<file path="src/hw/rtl/vlan_range_bitmap_top_assert.svh">
// Assertion macros used by the top-level RTL of the VLAN range bitmap.
`ifndef VLAN_RANGE_BITMAP_TOP_ASSERT_SVH
`define VLAN_RANGE_BITMAP_TOP_ASSERT_SVH

// Same-cycle implication.
`define VRB_ASSERT_NOW(label, clk, rst, ante, cons) \
   label: assert property (@(posedge clk) disable iff (rst) (ante) |-> (cons)) \
      else $error("vrb: same-cycle check failed");

// Next-cycle implication.
`define VRB_ASSERT_NEXT(label, clk, rst, ante, cons) \
   label: assert property (@(posedge clk) disable iff (rst) (ante) |=> (cons)) \
      else $error("vrb: next-cycle check failed");

`endif

</file>
<file path="src/hw/rtl/vrb_pkg.sv">
`timescale 1ns / 1ps

package vrb_pkg;

   localparam int ID_COUNT_DEF  = 4096;
   localparam int WORD_BITS_DEF = 64;
   localparam int ID_W          = 12;
   // wide enough for a bit position 0..64 inclusive
   localparam int POS_W         = 7;

   typedef enum logic [1:0] {
      KIND_ALLOW    = 2'd0,
      KIND_DISALLOW = 2'd1,
      KIND_FIND     = 2'd2,
      KIND_NOP      = 2'd3
   } kind_type;

   typedef enum logic [1:0] {
      ST_CLEAR,
      ST_IDLE,
      ST_WALK,
      ST_DONE
   } state_type;

   typedef struct packed {
      logic             nz;
      logic [POS_W-1:0] start_pos;
      logic [POS_W-1:0] end_pos;
   } scan_res_type;

endpackage

</file>
<file path="src/hw/rtl/vrb_ram.sv">
`timescale 1ns / 1ps

module vrb_ram #(
   parameter int WIDTH = 64,
   parameter int DEPTH = 64,
   localparam int AW = (DEPTH > 1) ? $clog2(DEPTH) : 1
) (
   input  logic             clock,
   input  logic             wr_en,
   input  logic [AW-1:0]    wr_addr,
   input  logic [WIDTH-1:0] wr_data,
   input  logic [AW-1:0]    rd_addr,
   output logic [WIDTH-1:0] rd_data
);

   logic [WIDTH-1:0] mem_ff [DEPTH];
   logic [WIDTH-1:0] rd_data_ff;

   always_ff @(posedge clock) begin
      if (wr_en) begin
         mem_ff[wr_addr] <= wr_data;
      end
      rd_data_ff <= mem_ff[rd_addr];
   end

   assign rd_data = rd_data_ff;

endmodule

</file>
<file path="src/hw/rtl/vrb_scan.sv">
`timescale 1ns / 1ps

// Per-word unit: range mask for updates, and first-run location for searches.
module vrb_scan #(
   parameter int WORD_BITS = 64,
   parameter int CW        = 14
) (
   input  logic [WORD_BITS-1:0] word,
   input  logic [CW-1:0]        base,
   input  logic [CW-1:0]        lo,
   input  logic [CW-1:0]        hi,
   input  logic                 cont,
   output logic [WORD_BITS-1:0] upd_mask,
   output vrb_pkg::scan_res_type res
);

   localparam int SW = (WORD_BITS > 1) ? $clog2(WORD_BITS) : 1;

   logic [CW-1:0]        lo_diff;
   logic [CW-1:0]        hi_diff;
   logic [WORD_BITS-1:0] ge_mask;
   logic [WORD_BITS-1:0] le_mask;
   logic [WORD_BITS-1:0] x;
   logic [WORD_BITS-1:0] lsb;
   logic [WORD_BITS:0]   sum;

   function automatic logic [vrb_pkg::POS_W-1:0] low_set(input logic [WORD_BITS:0] v);
      logic [vrb_pkg::POS_W-1:0] r;
      r = '0;
      for (int i = WORD_BITS; i >= 0; i--) begin
         if (v[i]) begin
            r = vrb_pkg::POS_W'(i);
         end
      end
      return r;
   endfunction

   assign lo_diff = lo - base;
   assign hi_diff = hi - base;

   always_comb begin
      priority if (lo <= base) begin
         ge_mask = '1;
      end else if (lo_diff >= CW'(WORD_BITS)) begin
         ge_mask = '0;
      end else begin
         ge_mask = {WORD_BITS{1'b1}} << lo_diff[SW-1:0];
      end
   end

   always_comb begin
      priority if (hi < base) begin
         le_mask = '0;
      end else if (hi_diff >= CW'(WORD_BITS - 1)) begin
         le_mask = '1;
      end else begin
         le_mask = {WORD_BITS{1'b1}} >> (SW'(WORD_BITS - 1) - hi_diff[SW-1:0]);
      end
   end

   assign upd_mask = ge_mask & le_mask;

   // Adding the lowest set bit to x clears its lowest run of ones and sets
   // the bit just past it; in continue mode the run is forced to start at bit 0.
   assign x   = cont ? word : (word & ge_mask);
   assign lsb = cont ? WORD_BITS'(1) : (x & (~x + WORD_BITS'(1)));
   assign sum = {1'b0, x} + {1'b0, lsb};

   assign res.nz        = |x;
   assign res.start_pos = low_set({1'b0, x});
   assign res.end_pos   = low_set(sum);

endmodule

</file>
<file path="src/hw/rtl/vlan_range_bitmap_top.sv">
// VLAN allow bitmap with inclusive range set/clear and next-run search. One
// bit per VLAN ID is held in a RAM of WORD_BITS-wide words. Each request
// (req_tuser = kind) either sets (allow) or clears (disallow) the IDs
// low_id..high_id, or searches for the first allowed ID at or after low_id
// and reports the run it opens; every request gets exactly one response,
// found=0 with zero IDs for updates, no-ops and failed searches. A request
// walks the bitmap one word per cycle through a single shared word unit,
// read-modify-write pipelined against the RAM's registered read; an update
// walks every word (64 at the default 4096 IDs in 64-bit words), a search
// stops early when its run ends, and a no-op skips the walk. req_tready is
// low while a request is being walked. After reset a clearing pass zeroes
// the bitmap word by word before the first request is taken. A finished
// response waits in the output register while the next request is accepted.
`timescale 1ns / 1ps
`include "vlan_range_bitmap_top_assert.svh"

module vlan_range_bitmap_top #(
   parameter int ID_COUNT  = vrb_pkg::ID_COUNT_DEF,
   parameter int WORD_BITS = vrb_pkg::WORD_BITS_DEF
) (
   input  logic                      clock,
   input  logic                      reset,
   // request channel
   input  logic                      req_tvalid,
   output logic                      req_tready,
   input  logic [2*vrb_pkg::ID_W-1:0] req_tdata,   // [11:0] low_id, [23:12] high_id
   input  logic [1:0]                req_tuser,   // [1:0] kind
   // response channel
   output logic                      rsp_tvalid,
   input  logic                      rsp_tready,
   output logic [2*vrb_pkg::ID_W-1:0] rsp_tdata,   // [11:0] run_start, [23:12] run_end
   output logic [0:0]                rsp_tuser    // [0] found
);

   localparam int ID_W       = vrb_pkg::ID_W;
   localparam int WORD_COUNT = (ID_COUNT + WORD_BITS - 1) / WORD_BITS;
   localparam int TOTAL      = WORD_COUNT * WORD_BITS;
   localparam int CW         = (($clog2(TOTAL) > ID_W) ? $clog2(TOTAL) : ID_W) + 1;
   localparam int AW         = (WORD_COUNT > 1) ? $clog2(WORD_COUNT) : 1;
   localparam int NW         = $clog2(WORD_COUNT + 1);

   // sequencer state
   vrb_pkg::state_type state_ff, state_in;

   // walk counters: read side and data side of the RAM pipeline
   logic [NW-1:0] rd_cnt_ff, rd_cnt_in;
   logic [CW-1:0] rd_base_ff, rd_base_in;
   logic          d_vld_ff, d_vld_in;
   logic [AW-1:0] d_idx_ff, d_idx_in;
   logic [CW-1:0] d_base_ff, d_base_in;

   // request held for the walk
   vrb_pkg::kind_type kind_ff, kind_in;
   logic [CW-1:0]     lo_ff, lo_in;
   logic [CW-1:0]     hi_ff, hi_in;
   logic              rng_ok_ff, rng_ok_in;

   // search progress
   logic          found_ff, found_in;
   logic          cont_ff, cont_in;
   logic [CW-1:0] run_start_ff, run_start_in;
   logic [CW-1:0] run_end_ff, run_end_in;

   // response register
   logic            rsp_valid_ff, rsp_valid_in;
   logic            rsp_found_ff, rsp_found_in;
   logic [ID_W-1:0] rsp_start_ff, rsp_start_in;
   logic [ID_W-1:0] rsp_end_ff, rsp_end_in;

   // control and datapath nets
   logic                 req_acc;
   logic                 rd_issue;
   logic                 rsp_load;
   logic                 walk_word;
   logic                 last_word;
   logic                 search_stop;
   logic                 walk_end;
   logic                 ram_we;
   logic [AW-1:0]        ram_waddr;
   logic [WORD_BITS-1:0] ram_wdata;
   logic [AW-1:0]        ram_raddr;
   logic [WORD_BITS-1:0] ram_rdata;
   logic [WORD_BITS-1:0] upd_mask;
   logic [WORD_BITS-1:0] upd_word;
   logic [CW-1:0]        hi_x;
   logic [CW-1:0]        lo_x;
   logic [CW-1:0]        hi_clamp;
   vrb_pkg::scan_res_type scan_res;

   vrb_ram #(
      .WIDTH (WORD_BITS),
      .DEPTH (WORD_COUNT)
   ) u_ram (
      .clock   (clock),
      .wr_en   (ram_we),
      .wr_addr (ram_waddr),
      .wr_data (ram_wdata),
      .rd_addr (ram_raddr),
      .rd_data (ram_rdata)
   );

   vrb_scan #(
      .WORD_BITS (WORD_BITS),
      .CW        (CW)
   ) u_scan (
      .word     (ram_rdata),
      .base     (d_base_ff),
      .lo       (lo_ff),
      .hi       (hi_ff),
      .cont     (cont_ff),
      .upd_mask (upd_mask),
      .res      (scan_res)
   );

   assign req_acc = req_tvalid && req_tready;

   // Clamp the range end to the last ID; an empty range leaves the bitmap alone.
   assign lo_x     = CW'(req_tdata[ID_W-1:0]);
   assign hi_x     = CW'(req_tdata[2*ID_W-1:ID_W]);
   assign hi_clamp = (hi_x > CW'(ID_COUNT - 1)) ? CW'(ID_COUNT - 1) : hi_x;

   assign walk_word = (state_ff == vrb_pkg::ST_WALK) && d_vld_ff;
   assign last_word = (d_idx_ff == AW'(WORD_COUNT - 1));

   always_comb begin
      unique case (kind_ff)
         vrb_pkg::KIND_ALLOW:    upd_word = rng_ok_ff ? (ram_rdata | upd_mask) : ram_rdata;
         vrb_pkg::KIND_DISALLOW: upd_word = rng_ok_ff ? (ram_rdata & ~upd_mask) : ram_rdata;
         default:                upd_word = ram_rdata;
      endcase
   end

   // Search: find the run start, then follow the run across words until a
   // zero bit or the end of the bitmap.
   always_comb begin
      found_in     = found_ff;
      cont_in      = cont_ff;
      run_start_in = run_start_ff;
      run_end_in   = run_end_ff;
      search_stop  = 1'b0;
      if (walk_word && (kind_ff == vrb_pkg::KIND_FIND)) begin
         if (cont_ff) begin
            if (scan_res.end_pos != vrb_pkg::POS_W'(WORD_BITS)) begin
               run_end_in  = d_base_ff + CW'(scan_res.end_pos) - CW'(1);
               cont_in     = 1'b0;
               search_stop = 1'b1;
            end
         end else if (scan_res.nz) begin
            found_in     = 1'b1;
            run_start_in = d_base_ff + CW'(scan_res.start_pos);
            if (scan_res.end_pos == vrb_pkg::POS_W'(WORD_BITS)) begin
               cont_in = 1'b1;
            end else begin
               run_end_in  = d_base_ff + CW'(scan_res.end_pos) - CW'(1);
               search_stop = 1'b1;
            end
         end
         // run still open at the top of the bitmap: close it there
         if (last_word && cont_in && !search_stop) begin
            run_end_in = d_base_ff + CW'(WORD_BITS - 1);
            cont_in    = 1'b0;
         end
      end
      if (req_acc) begin
         found_in     = 1'b0;
         cont_in      = 1'b0;
         run_start_in = '0;
         run_end_in   = '0;
      end
   end

   assign walk_end = walk_word && (last_word || search_stop);

   // next state
   always_comb begin
      state_in = state_ff;
      unique case (state_ff)
         vrb_pkg::ST_CLEAR: begin
            if (rd_cnt_ff == NW'(WORD_COUNT - 1)) begin
               state_in = vrb_pkg::ST_IDLE;
            end
         end
         vrb_pkg::ST_IDLE: begin
            if (req_acc) begin
               state_in = (vrb_pkg::kind_type'(req_tuser) == vrb_pkg::KIND_NOP) ?
                          vrb_pkg::ST_DONE : vrb_pkg::ST_WALK;
            end
         end
         vrb_pkg::ST_WALK: begin
            if (walk_end) begin
               state_in = vrb_pkg::ST_DONE;
            end
         end
         vrb_pkg::ST_DONE: begin
            if (rsp_load) begin
               state_in = vrb_pkg::ST_IDLE;
            end
         end
         default: state_in = vrb_pkg::ST_CLEAR;
      endcase
   end

   // sequencer outputs
   always_comb begin
      req_tready = 1'b0;
      rd_issue   = 1'b0;
      rsp_load   = 1'b0;
      ram_we     = 1'b0;
      ram_waddr  = d_idx_ff;
      ram_wdata  = upd_word;
      ram_raddr  = rd_cnt_ff[AW-1:0];
      unique case (state_ff)
         vrb_pkg::ST_CLEAR: begin
            ram_we    = 1'b1;
            ram_waddr = rd_cnt_ff[AW-1:0];
            ram_wdata = '0;
         end
         vrb_pkg::ST_IDLE: begin
            req_tready = 1'b1;
         end
         vrb_pkg::ST_WALK: begin
            rd_issue = (rd_cnt_ff < NW'(WORD_COUNT)) && !walk_end;
            ram_we   = d_vld_ff && ((kind_ff == vrb_pkg::KIND_ALLOW) ||
                                    (kind_ff == vrb_pkg::KIND_DISALLOW));
         end
         vrb_pkg::ST_DONE: begin
            rsp_load = !rsp_valid_ff || rsp_tready;
         end
         default: begin
            req_tready = 1'b0;
         end
      endcase
   end

   // walk counters and held request
   always_comb begin
      rd_cnt_in  = rd_cnt_ff;
      rd_base_in = rd_base_ff;
      d_vld_in   = rd_issue;
      d_idx_in   = rd_issue ? rd_cnt_ff[AW-1:0] : d_idx_ff;
      d_base_in  = rd_issue ? rd_base_ff : d_base_ff;
      kind_in    = kind_ff;
      lo_in      = lo_ff;
      hi_in      = hi_ff;
      rng_ok_in  = rng_ok_ff;
      priority if (state_ff == vrb_pkg::ST_CLEAR) begin
         rd_cnt_in = rd_cnt_ff + NW'(1);
         if (rd_cnt_ff == NW'(WORD_COUNT - 1)) begin
            rd_cnt_in = '0;
         end
      end else if (req_acc) begin
         rd_cnt_in  = '0;
         rd_base_in = '0;
         d_vld_in   = 1'b0;
         kind_in    = vrb_pkg::kind_type'(req_tuser);
         lo_in      = lo_x;
         hi_in      = hi_clamp;
         rng_ok_in  = (lo_x <= hi_clamp);
      end else if (rd_issue) begin
         rd_cnt_in  = rd_cnt_ff + NW'(1);
         rd_base_in = rd_base_ff + CW'(WORD_BITS);
      end else begin
         // hold the counters while idle, answering, or when no read is issued
         rd_cnt_in = rd_cnt_ff;
      end
   end

   // response register: load from DONE, drop when taken
   always_comb begin
      rsp_found_in = rsp_found_ff;
      rsp_start_in = rsp_start_ff;
      rsp_end_in   = rsp_end_ff;
      rsp_valid_in = rsp_valid_ff;
      if (rsp_load) begin
         rsp_valid_in = 1'b1;
         rsp_found_in = found_ff;
         rsp_start_in = found_ff ? run_start_ff[ID_W-1:0] : '0;
         rsp_end_in   = found_ff ? run_end_ff[ID_W-1:0] : '0;
      end else if (rsp_tready) begin
         rsp_valid_in = 1'b0;
      end
   end

   always_ff @(posedge clock) begin
      if (reset) begin
         state_ff     <= vrb_pkg::ST_CLEAR;
         rd_cnt_ff    <= '0;
         d_vld_ff     <= 1'b0;
         rsp_valid_ff <= 1'b0;
      end else begin
         state_ff     <= state_in;
         rd_cnt_ff    <= rd_cnt_in;
         d_vld_ff     <= d_vld_in;
         rsp_valid_ff <= rsp_valid_in;
      end
   end

   always_ff @(posedge clock) begin
      rd_base_ff   <= rd_base_in;
      d_idx_ff     <= d_idx_in;
      d_base_ff    <= d_base_in;
      kind_ff      <= kind_in;
      lo_ff        <= lo_in;
      hi_ff        <= hi_in;
      rng_ok_ff    <= rng_ok_in;
      found_ff     <= found_in;
      cont_ff      <= cont_in;
      run_start_ff <= run_start_in;
      run_end_ff   <= run_end_in;
      rsp_found_ff <= rsp_found_in;
      rsp_start_ff <= rsp_start_in;
      rsp_end_ff   <= rsp_end_in;
   end

   assign rsp_tvalid   = rsp_valid_ff;
   assign rsp_tdata    = {rsp_end_ff, rsp_start_ff};
   assign rsp_tuser[0] = rsp_found_ff;

   // an accepted request always starts a walk or goes straight to the answer
   `VRB_ASSERT_NEXT(a_accept_starts, clock, reset, req_acc,
      state_ff == vrb_pkg::ST_WALK || state_ff == vrb_pkg::ST_DONE)
   // the bitmap is written only by the clearing pass or an update walk
   `VRB_ASSERT_NOW(a_write_state, clock, reset, ram_we,
      state_ff == vrb_pkg::ST_CLEAR || state_ff == vrb_pkg::ST_WALK)
   // a response appears only out of the answer state
   `VRB_ASSERT_NOW(a_rsp_from_done, clock, reset, $rose(rsp_valid_ff),
      $past(state_ff == vrb_pkg::ST_DONE))
   // a negative answer carries zero IDs
   `VRB_ASSERT_NOW(a_nofind_zero, clock, reset, rsp_valid_ff && !rsp_found_ff,
      rsp_start_ff == '0 && rsp_end_ff == '0)
   // a found run never ends before it starts
   `VRB_ASSERT_NOW(a_run_order, clock, reset, rsp_valid_ff && rsp_found_ff,
      rsp_end_ff >= rsp_start_ff)

endmodule
</file>
<file path="config.mk">
export PLATFORM = sky130hd
export DESIGN_NAME = vlan_range_bitmap_top
export DESIGN_NICKNAME = d
export VERILOG_FILES = /design/src/hw/rtl/vrb_pkg.sv /design/src/hw/rtl/vrb_ram.sv /design/src/hw/rtl/vrb_scan.sv /design/src/hw/rtl/vlan_range_bitmap_top.sv
export VERILOG_INCLUDE_DIRS = /design/src /design/src/hw/rtl
export SDC_FILE = /design/constraint.sdc
export NUM_CORES = 2
export LEC_CHECK = 0
export BUFFER_PORTS_ARGS = -buffer_cell sky130_fd_sc_hd__buf_2
export CAP_MARGIN = 15
export CORE_MARGIN = 2
export CORE_UTILIZATION = 50
export DETAILED_ROUTE_END_ITERATION = 7
export GPL_ROUTABILITY_DRIVEN = 0
export HOLD_SLACK_MARGIN = 0.08
export PLACE_DENSITY = 0.63
export SLEW_MARGIN = 20
export SYNTH_ARGS = -nofsm -noshare
export SYNTH_HDL_FRONTEND = slang
export SYNTH_SLANG_ARGS = --single-unit
</file>
<file path="constraint.sdc">
create_clock -name clock -period 12.2 [get_ports clock]
set_clock_uncertainty 0.1 [all_clocks]
set_input_delay 1.22 -clock clock [delete_from_list [all_inputs] [get_ports clock]]
set_output_delay 1.22 -clock clock [all_outputs]
set_load 0.02 [all_outputs]
</file>
==> implementation parameters <==
Parameter                              Value

Timing
  Pin slew with the least headroom to its limit    between 1 and 1.5 ns
  Final worst path period share    0.957
  Setup-violating endpoint count in the final report    0
  Post-Route Setup TNS    0 ns
  Final Hold Slack    0.323 ns
  Max Fclk    0.0857 GHz
  Pins over their slew limit    0
  Final count of hold timing violations    0
  Time the final worst path needs with I/O delays and setup    between 10 and 15 ns
  Worst slew margin relative to its limit    0.175

CTS
  TritonCTS Buffers    approximately 430
  CTS tree    built
  Total of hold buffers inserted after clock tree synthesis    0
  Clock transition at path regs    around 0.06 ns
  Clock Path Buffers    4
  Sinks on the clock net    4269
  # H-tree levels    5
  Root buf cell    sky130_fd_sc_hd__clkbuf_16
  Clk_lat worst skew    1.00 ns

Route
  Routed WL    about 500000 µm
  First-pass DRT Iterations    8
  Remaining DRCs    27
  First DRT Iteration DRCs    14.8k
  Met3 layer wire length in the routed design    about 57000 µm
  Detailed-routed wire length on met2    236000 µm
  Routed Antenna Nets    0
  Wire length the detailed router placed on met1    just under 200000 µm
  Final routed wire length divided by cell count    37.7 µm
  Uppermost layer routed    met5
  Mean number of vias per cell    6.84
  Vias after detailed routing    92.6k

Outcome
  Run status    finished with violations
  Failing checks    DRC

Worst setup path
  Capture instance of the worst register-to-register path    run_end_ff[11]
  Register-to-register setup slack    0.53 ns
  Start point of the critical path    d_base_ff[10]
  Crit start category    flip-flop
  CP max-delay cell    sky130_fd_sc_hd__or4_1
  CP Data Arrival Time    between 10 and 15 ns
  Worst R2R Path Depth    43
  Largest fanout on the critical path    14
  Data required time at the worst endpoint    12.94 ns
  Critical Path End Type    flip-flop
  Buffers and inverters on the worst path    2
  CP delay by family, top    compound AO/OA/AOI/OAI gates
  Critical Path Most Common Cell    sky130_fd_sc_hd__o21ai_0
  Crit Reg-Reg Startpoint    d_base_ff[10]
  Largest incremental delay on the critical path    0.61 ns
  Critical Setup Path Class    reg2reg

Floorplanning
  Horiz. Die Dim    591 µm
  Cell row count    about 220
  Number of ports placed on the die boundary    57
  Core ar.    343000 µm²
  Full die area    ~350000 µm²
  Die extent in y    591 µm
  Starting density of the core    0.503

Final layout
  Highest-count cells in the layout ignoring fill and taps    sky130_fd_sc_hd__edfxtp_1, sky130_fd_sc_hd__mux4_2, sky130_fd_sc_hd__clkbuf_16, sky130_fd_sc_hd__buf_4, sky130_fd_sc_hd__nor2_1
  Post-layout utilization of the core    0.567
  Most common cell after layout, fill and taps aside    sky130_fd_sc_hd__edfxtp_1
  Fraction of layout cells with a size suffix above 1    0.280
  Final net count    just under 9k
  Final non-filler cell total    13.5k
  Area added between synthesis and finish    12.7%

Global routing
  Final global-route overflow total    0
  Initial antenna violation count    21
  Wire length of the first global-routing pass    706000 µm
  Largest net degree at the start of global routing    133
  Vias in the first global route    88.8k
  Global Route Usage Sum    0.291

Placed design
  Port buffer count    56
  Cell count after placement    12.7k
  Detailed placer's ending HPWL    approximately 280000 µm

Logic synthesis
  Top FF cell, synth    sky130_fd_sc_hd__edfxtp_1
  Proportion of register bits with asynchronous set or reset after synthesis    0
  Yosys Warn Count    0
  Post-synthesis sequential element count    4269
  Count of different cell masters after synthesis    110
  Avg Inst Size Synth    20.9 µm²
  Number of enable flip-flop cells after synthesis    4168
  Cell Area, Synth    around 170000 µm²
  Number of cells produced by synthesis    8247
  Portion of the post-synthesis area used by sequential elements    0.737
  Syn Nets    about 8.4k

Hold path
  Hold-critical path depth    1
  Hold Crit Endpoint    hi_ff[2]
  Worst Hold Launch    req_tdata[14]
  Path category of the worst min-delay check    in2reg

Pwr
  Leakage power    61.0 nW
  Reported net switching power    about 12 mW
  Power per unit of standard cell area    between 200 and 250 nW/µm²
  Switch share    0.297
  Combinational power share    0.261
  Internal cell power    29.4 mW
  Reg power frac    0.430
  VDD IR max    0.280 mV
  Share of total power in the clock network    0.309

Flow run
  # Max-Cap Violations    0
[metrics by stage]
step                      instance area [µm²]  total power, mW  setup slack [ns]
after global routing                   194000             43.1            -0.171
after global placement                 180000             28.9             0.727
after detailed placement               180000             29.1             0.685
after CTS                              194000             41.9             0.563
final                                  194000             41.8             0.528
after floorplan                        173000             25.3              2.62
[area by class of cell]
cell class	count	area, µm²
fillers	25265	149000
flip-flops and latches	4269	127000
multi-input cells	3425	44600
clock buffers	582	11800
well taps	4557	5700
repair buffers	348	2760
clock inverters	221	2010
inverters	112	428
diodes	16	40.0
[repair_timing]
item	in CTS	in global routing
setup endpoints to repair	0	21
endpoints found under the hold margin	0	0
setup buffers	0	1
resized for setup	0	9
[worst max-delay path by stage]
stage	endpoint	slack, ns	cells after the start
finish	run_end_ff[11]	0.53	43
global route	run_end_ff[11]	-0.17	44
CTS	run_end_ff[11]	0.56	42
detailed placement	run_end_ff[11]	0.69	42
global placement	run_end_ff[11]	0.73	42
floorplan	run_end_ff[11]	2.62	44
[Yosys cell counts, types with 9 or more instances]
library cell	count	area share
sky130_fd_sc_hd__edfxtp_1	4168	0.73
sky130_fd_sc_hd__mux4_2	1344	0.18
sky130_fd_sc_hd__nor2_1	333	0.0072
sky130_fd_sc_hd__clkbuf_1	323	0.0070
sky130_fd_sc_hd__nand2_1	246	0.0054
sky130_fd_sc_hd__a21oi_1	204	0.0059
sky130_fd_sc_hd__o21ai_0	172	0.0050
sky130_fd_sc_hd__inv_1	111	0.0024
sky130_fd_sc_hd__ha_1	107	0.0078
sky130_fd_sc_hd__dfxtp_1	101	0.012
sky130_fd_sc_hd__buf_1	93	0.0020
sky130_fd_sc_hd__nand3_1	92	0.0027
sky130_fd_sc_hd__a211oi_1	86	0.0037
sky130_fd_sc_hd__nor3_1	73	0.0021
sky130_fd_sc_hd__and2_1	48	0.0017
sky130_fd_sc_hd__nand4_1	38	0.0014
sky130_fd_sc_hd__xnor2_1	37	0.0019
sky130_fd_sc_hd__or3_1	32	0.0012
sky130_fd_sc_hd__a21o_1	30	0.0013
sky130_fd_sc_hd__and3_1	30	0.0011
sky130_fd_sc_hd__nand2b_1	27	0.00098
sky130_fd_sc_hd__o21a_1	26	0.0011
sky130_fd_sc_hd__o31ai_1	25	0.0011
sky130_fd_sc_hd__mux2i_1	23	0.0013
sky130_fd_sc_hd__o211ai_1	23	0.0010
sky130_fd_sc_hd__a221oi_1	22	0.0011
sky130_fd_sc_hd__nor4_1	22	0.00080
sky130_fd_sc_hd__or2_2	22	0.00080
sky130_fd_sc_hd__xor2_1	22	0.0011
sky130_fd_sc_hd__nor2b_1	21	0.00076
sky130_fd_sc_hd__buf_2	20	0.00058
sky130_fd_sc_hd__o21bai_1	20	0.00087
sky130_fd_sc_hd__a31oi_1	19	0.00069
sky130_fd_sc_hd__o2111ai_1	16	0.00081
sky130_fd_sc_hd__a21boi_0	14	0.00061
sky130_fd_sc_hd__a311oi_1	14	0.00071
sky130_fd_sc_hd__or4_1	12	0.00052
sky130_fd_sc_hd__a2111oi_0	10	0.00051
sky130_fd_sc_hd__a211o_1	10	0.00051
sky130_fd_sc_hd__and4_1	10	0.00051
sky130_fd_sc_hd__o21ai_1	10	0.00029
sky130_fd_sc_hd__a2bb2oi_1	9	0.00046
sky130_fd_sc_hd__nor4b_1	9	0.00046
[kinds of logic (layout without fill, tap and decap cells)]
kind of cell               after synthesis  after routing  synth area share
buffers and inverters                  553           1263            0.0123
other                                    0             16                 0
DFF                                   4269           4269             0.737
muxes                                 1370           1370             0.177
xor gates and xnor gates                59             59           0.00300
and+or+nand+nor                       1072           1072            0.0308
AOI/OAI and AO/OA                      815            815            0.0316
adders and majority gates              109            109           0.00799
[state kept, by name, indices dropped and copies added, names as in the netlist, 6 cells and up]
signal,count
run_end_ff,12
run_start_ff,12
rd_cnt_ff,7
rsp_end_ff,12
hi_ff,12
d_idx_ff,6
d_base_ff,7
rd_base_ff,7
u_ram.rd_data,64
lo_ff,12
u_ram.mem_ff,4096
rsp_start_ff,12
[metal layers]
metal	vias to the layer above	track usage
met3	1097	0.0646
met2	6112	0.447
met1	49734	0.418
li1	35662	-
met4	4	0.0936
met5	-	0
[power by group through the flow]
stage	clock network (mW)	logic (mW)	registers, mW
floorplan	0	7.21	18.0
global placement	0	10.7	18.2
detailed placement	0	10.8	18.2
CTS	13.1	10.9	17.9
global route	13.7	11.4	18.0
finish	12.9	10.9	18.0
[worst reg2reg max path: cells and delay by family, from the launching register on]
kind                     cells  cell delay, ns
AND/OR/NAND/NOR             15            4.49
flip-flops                   1            0.43
adder cells (fa/ha/maj)      4            1.32
AO/OA/AOI/OAI               21            4.67
XOR/XNOR                     1            0.14
buffers and inverters        2            0.40
No activity file was read; power rests on OpenSTA's default activity.
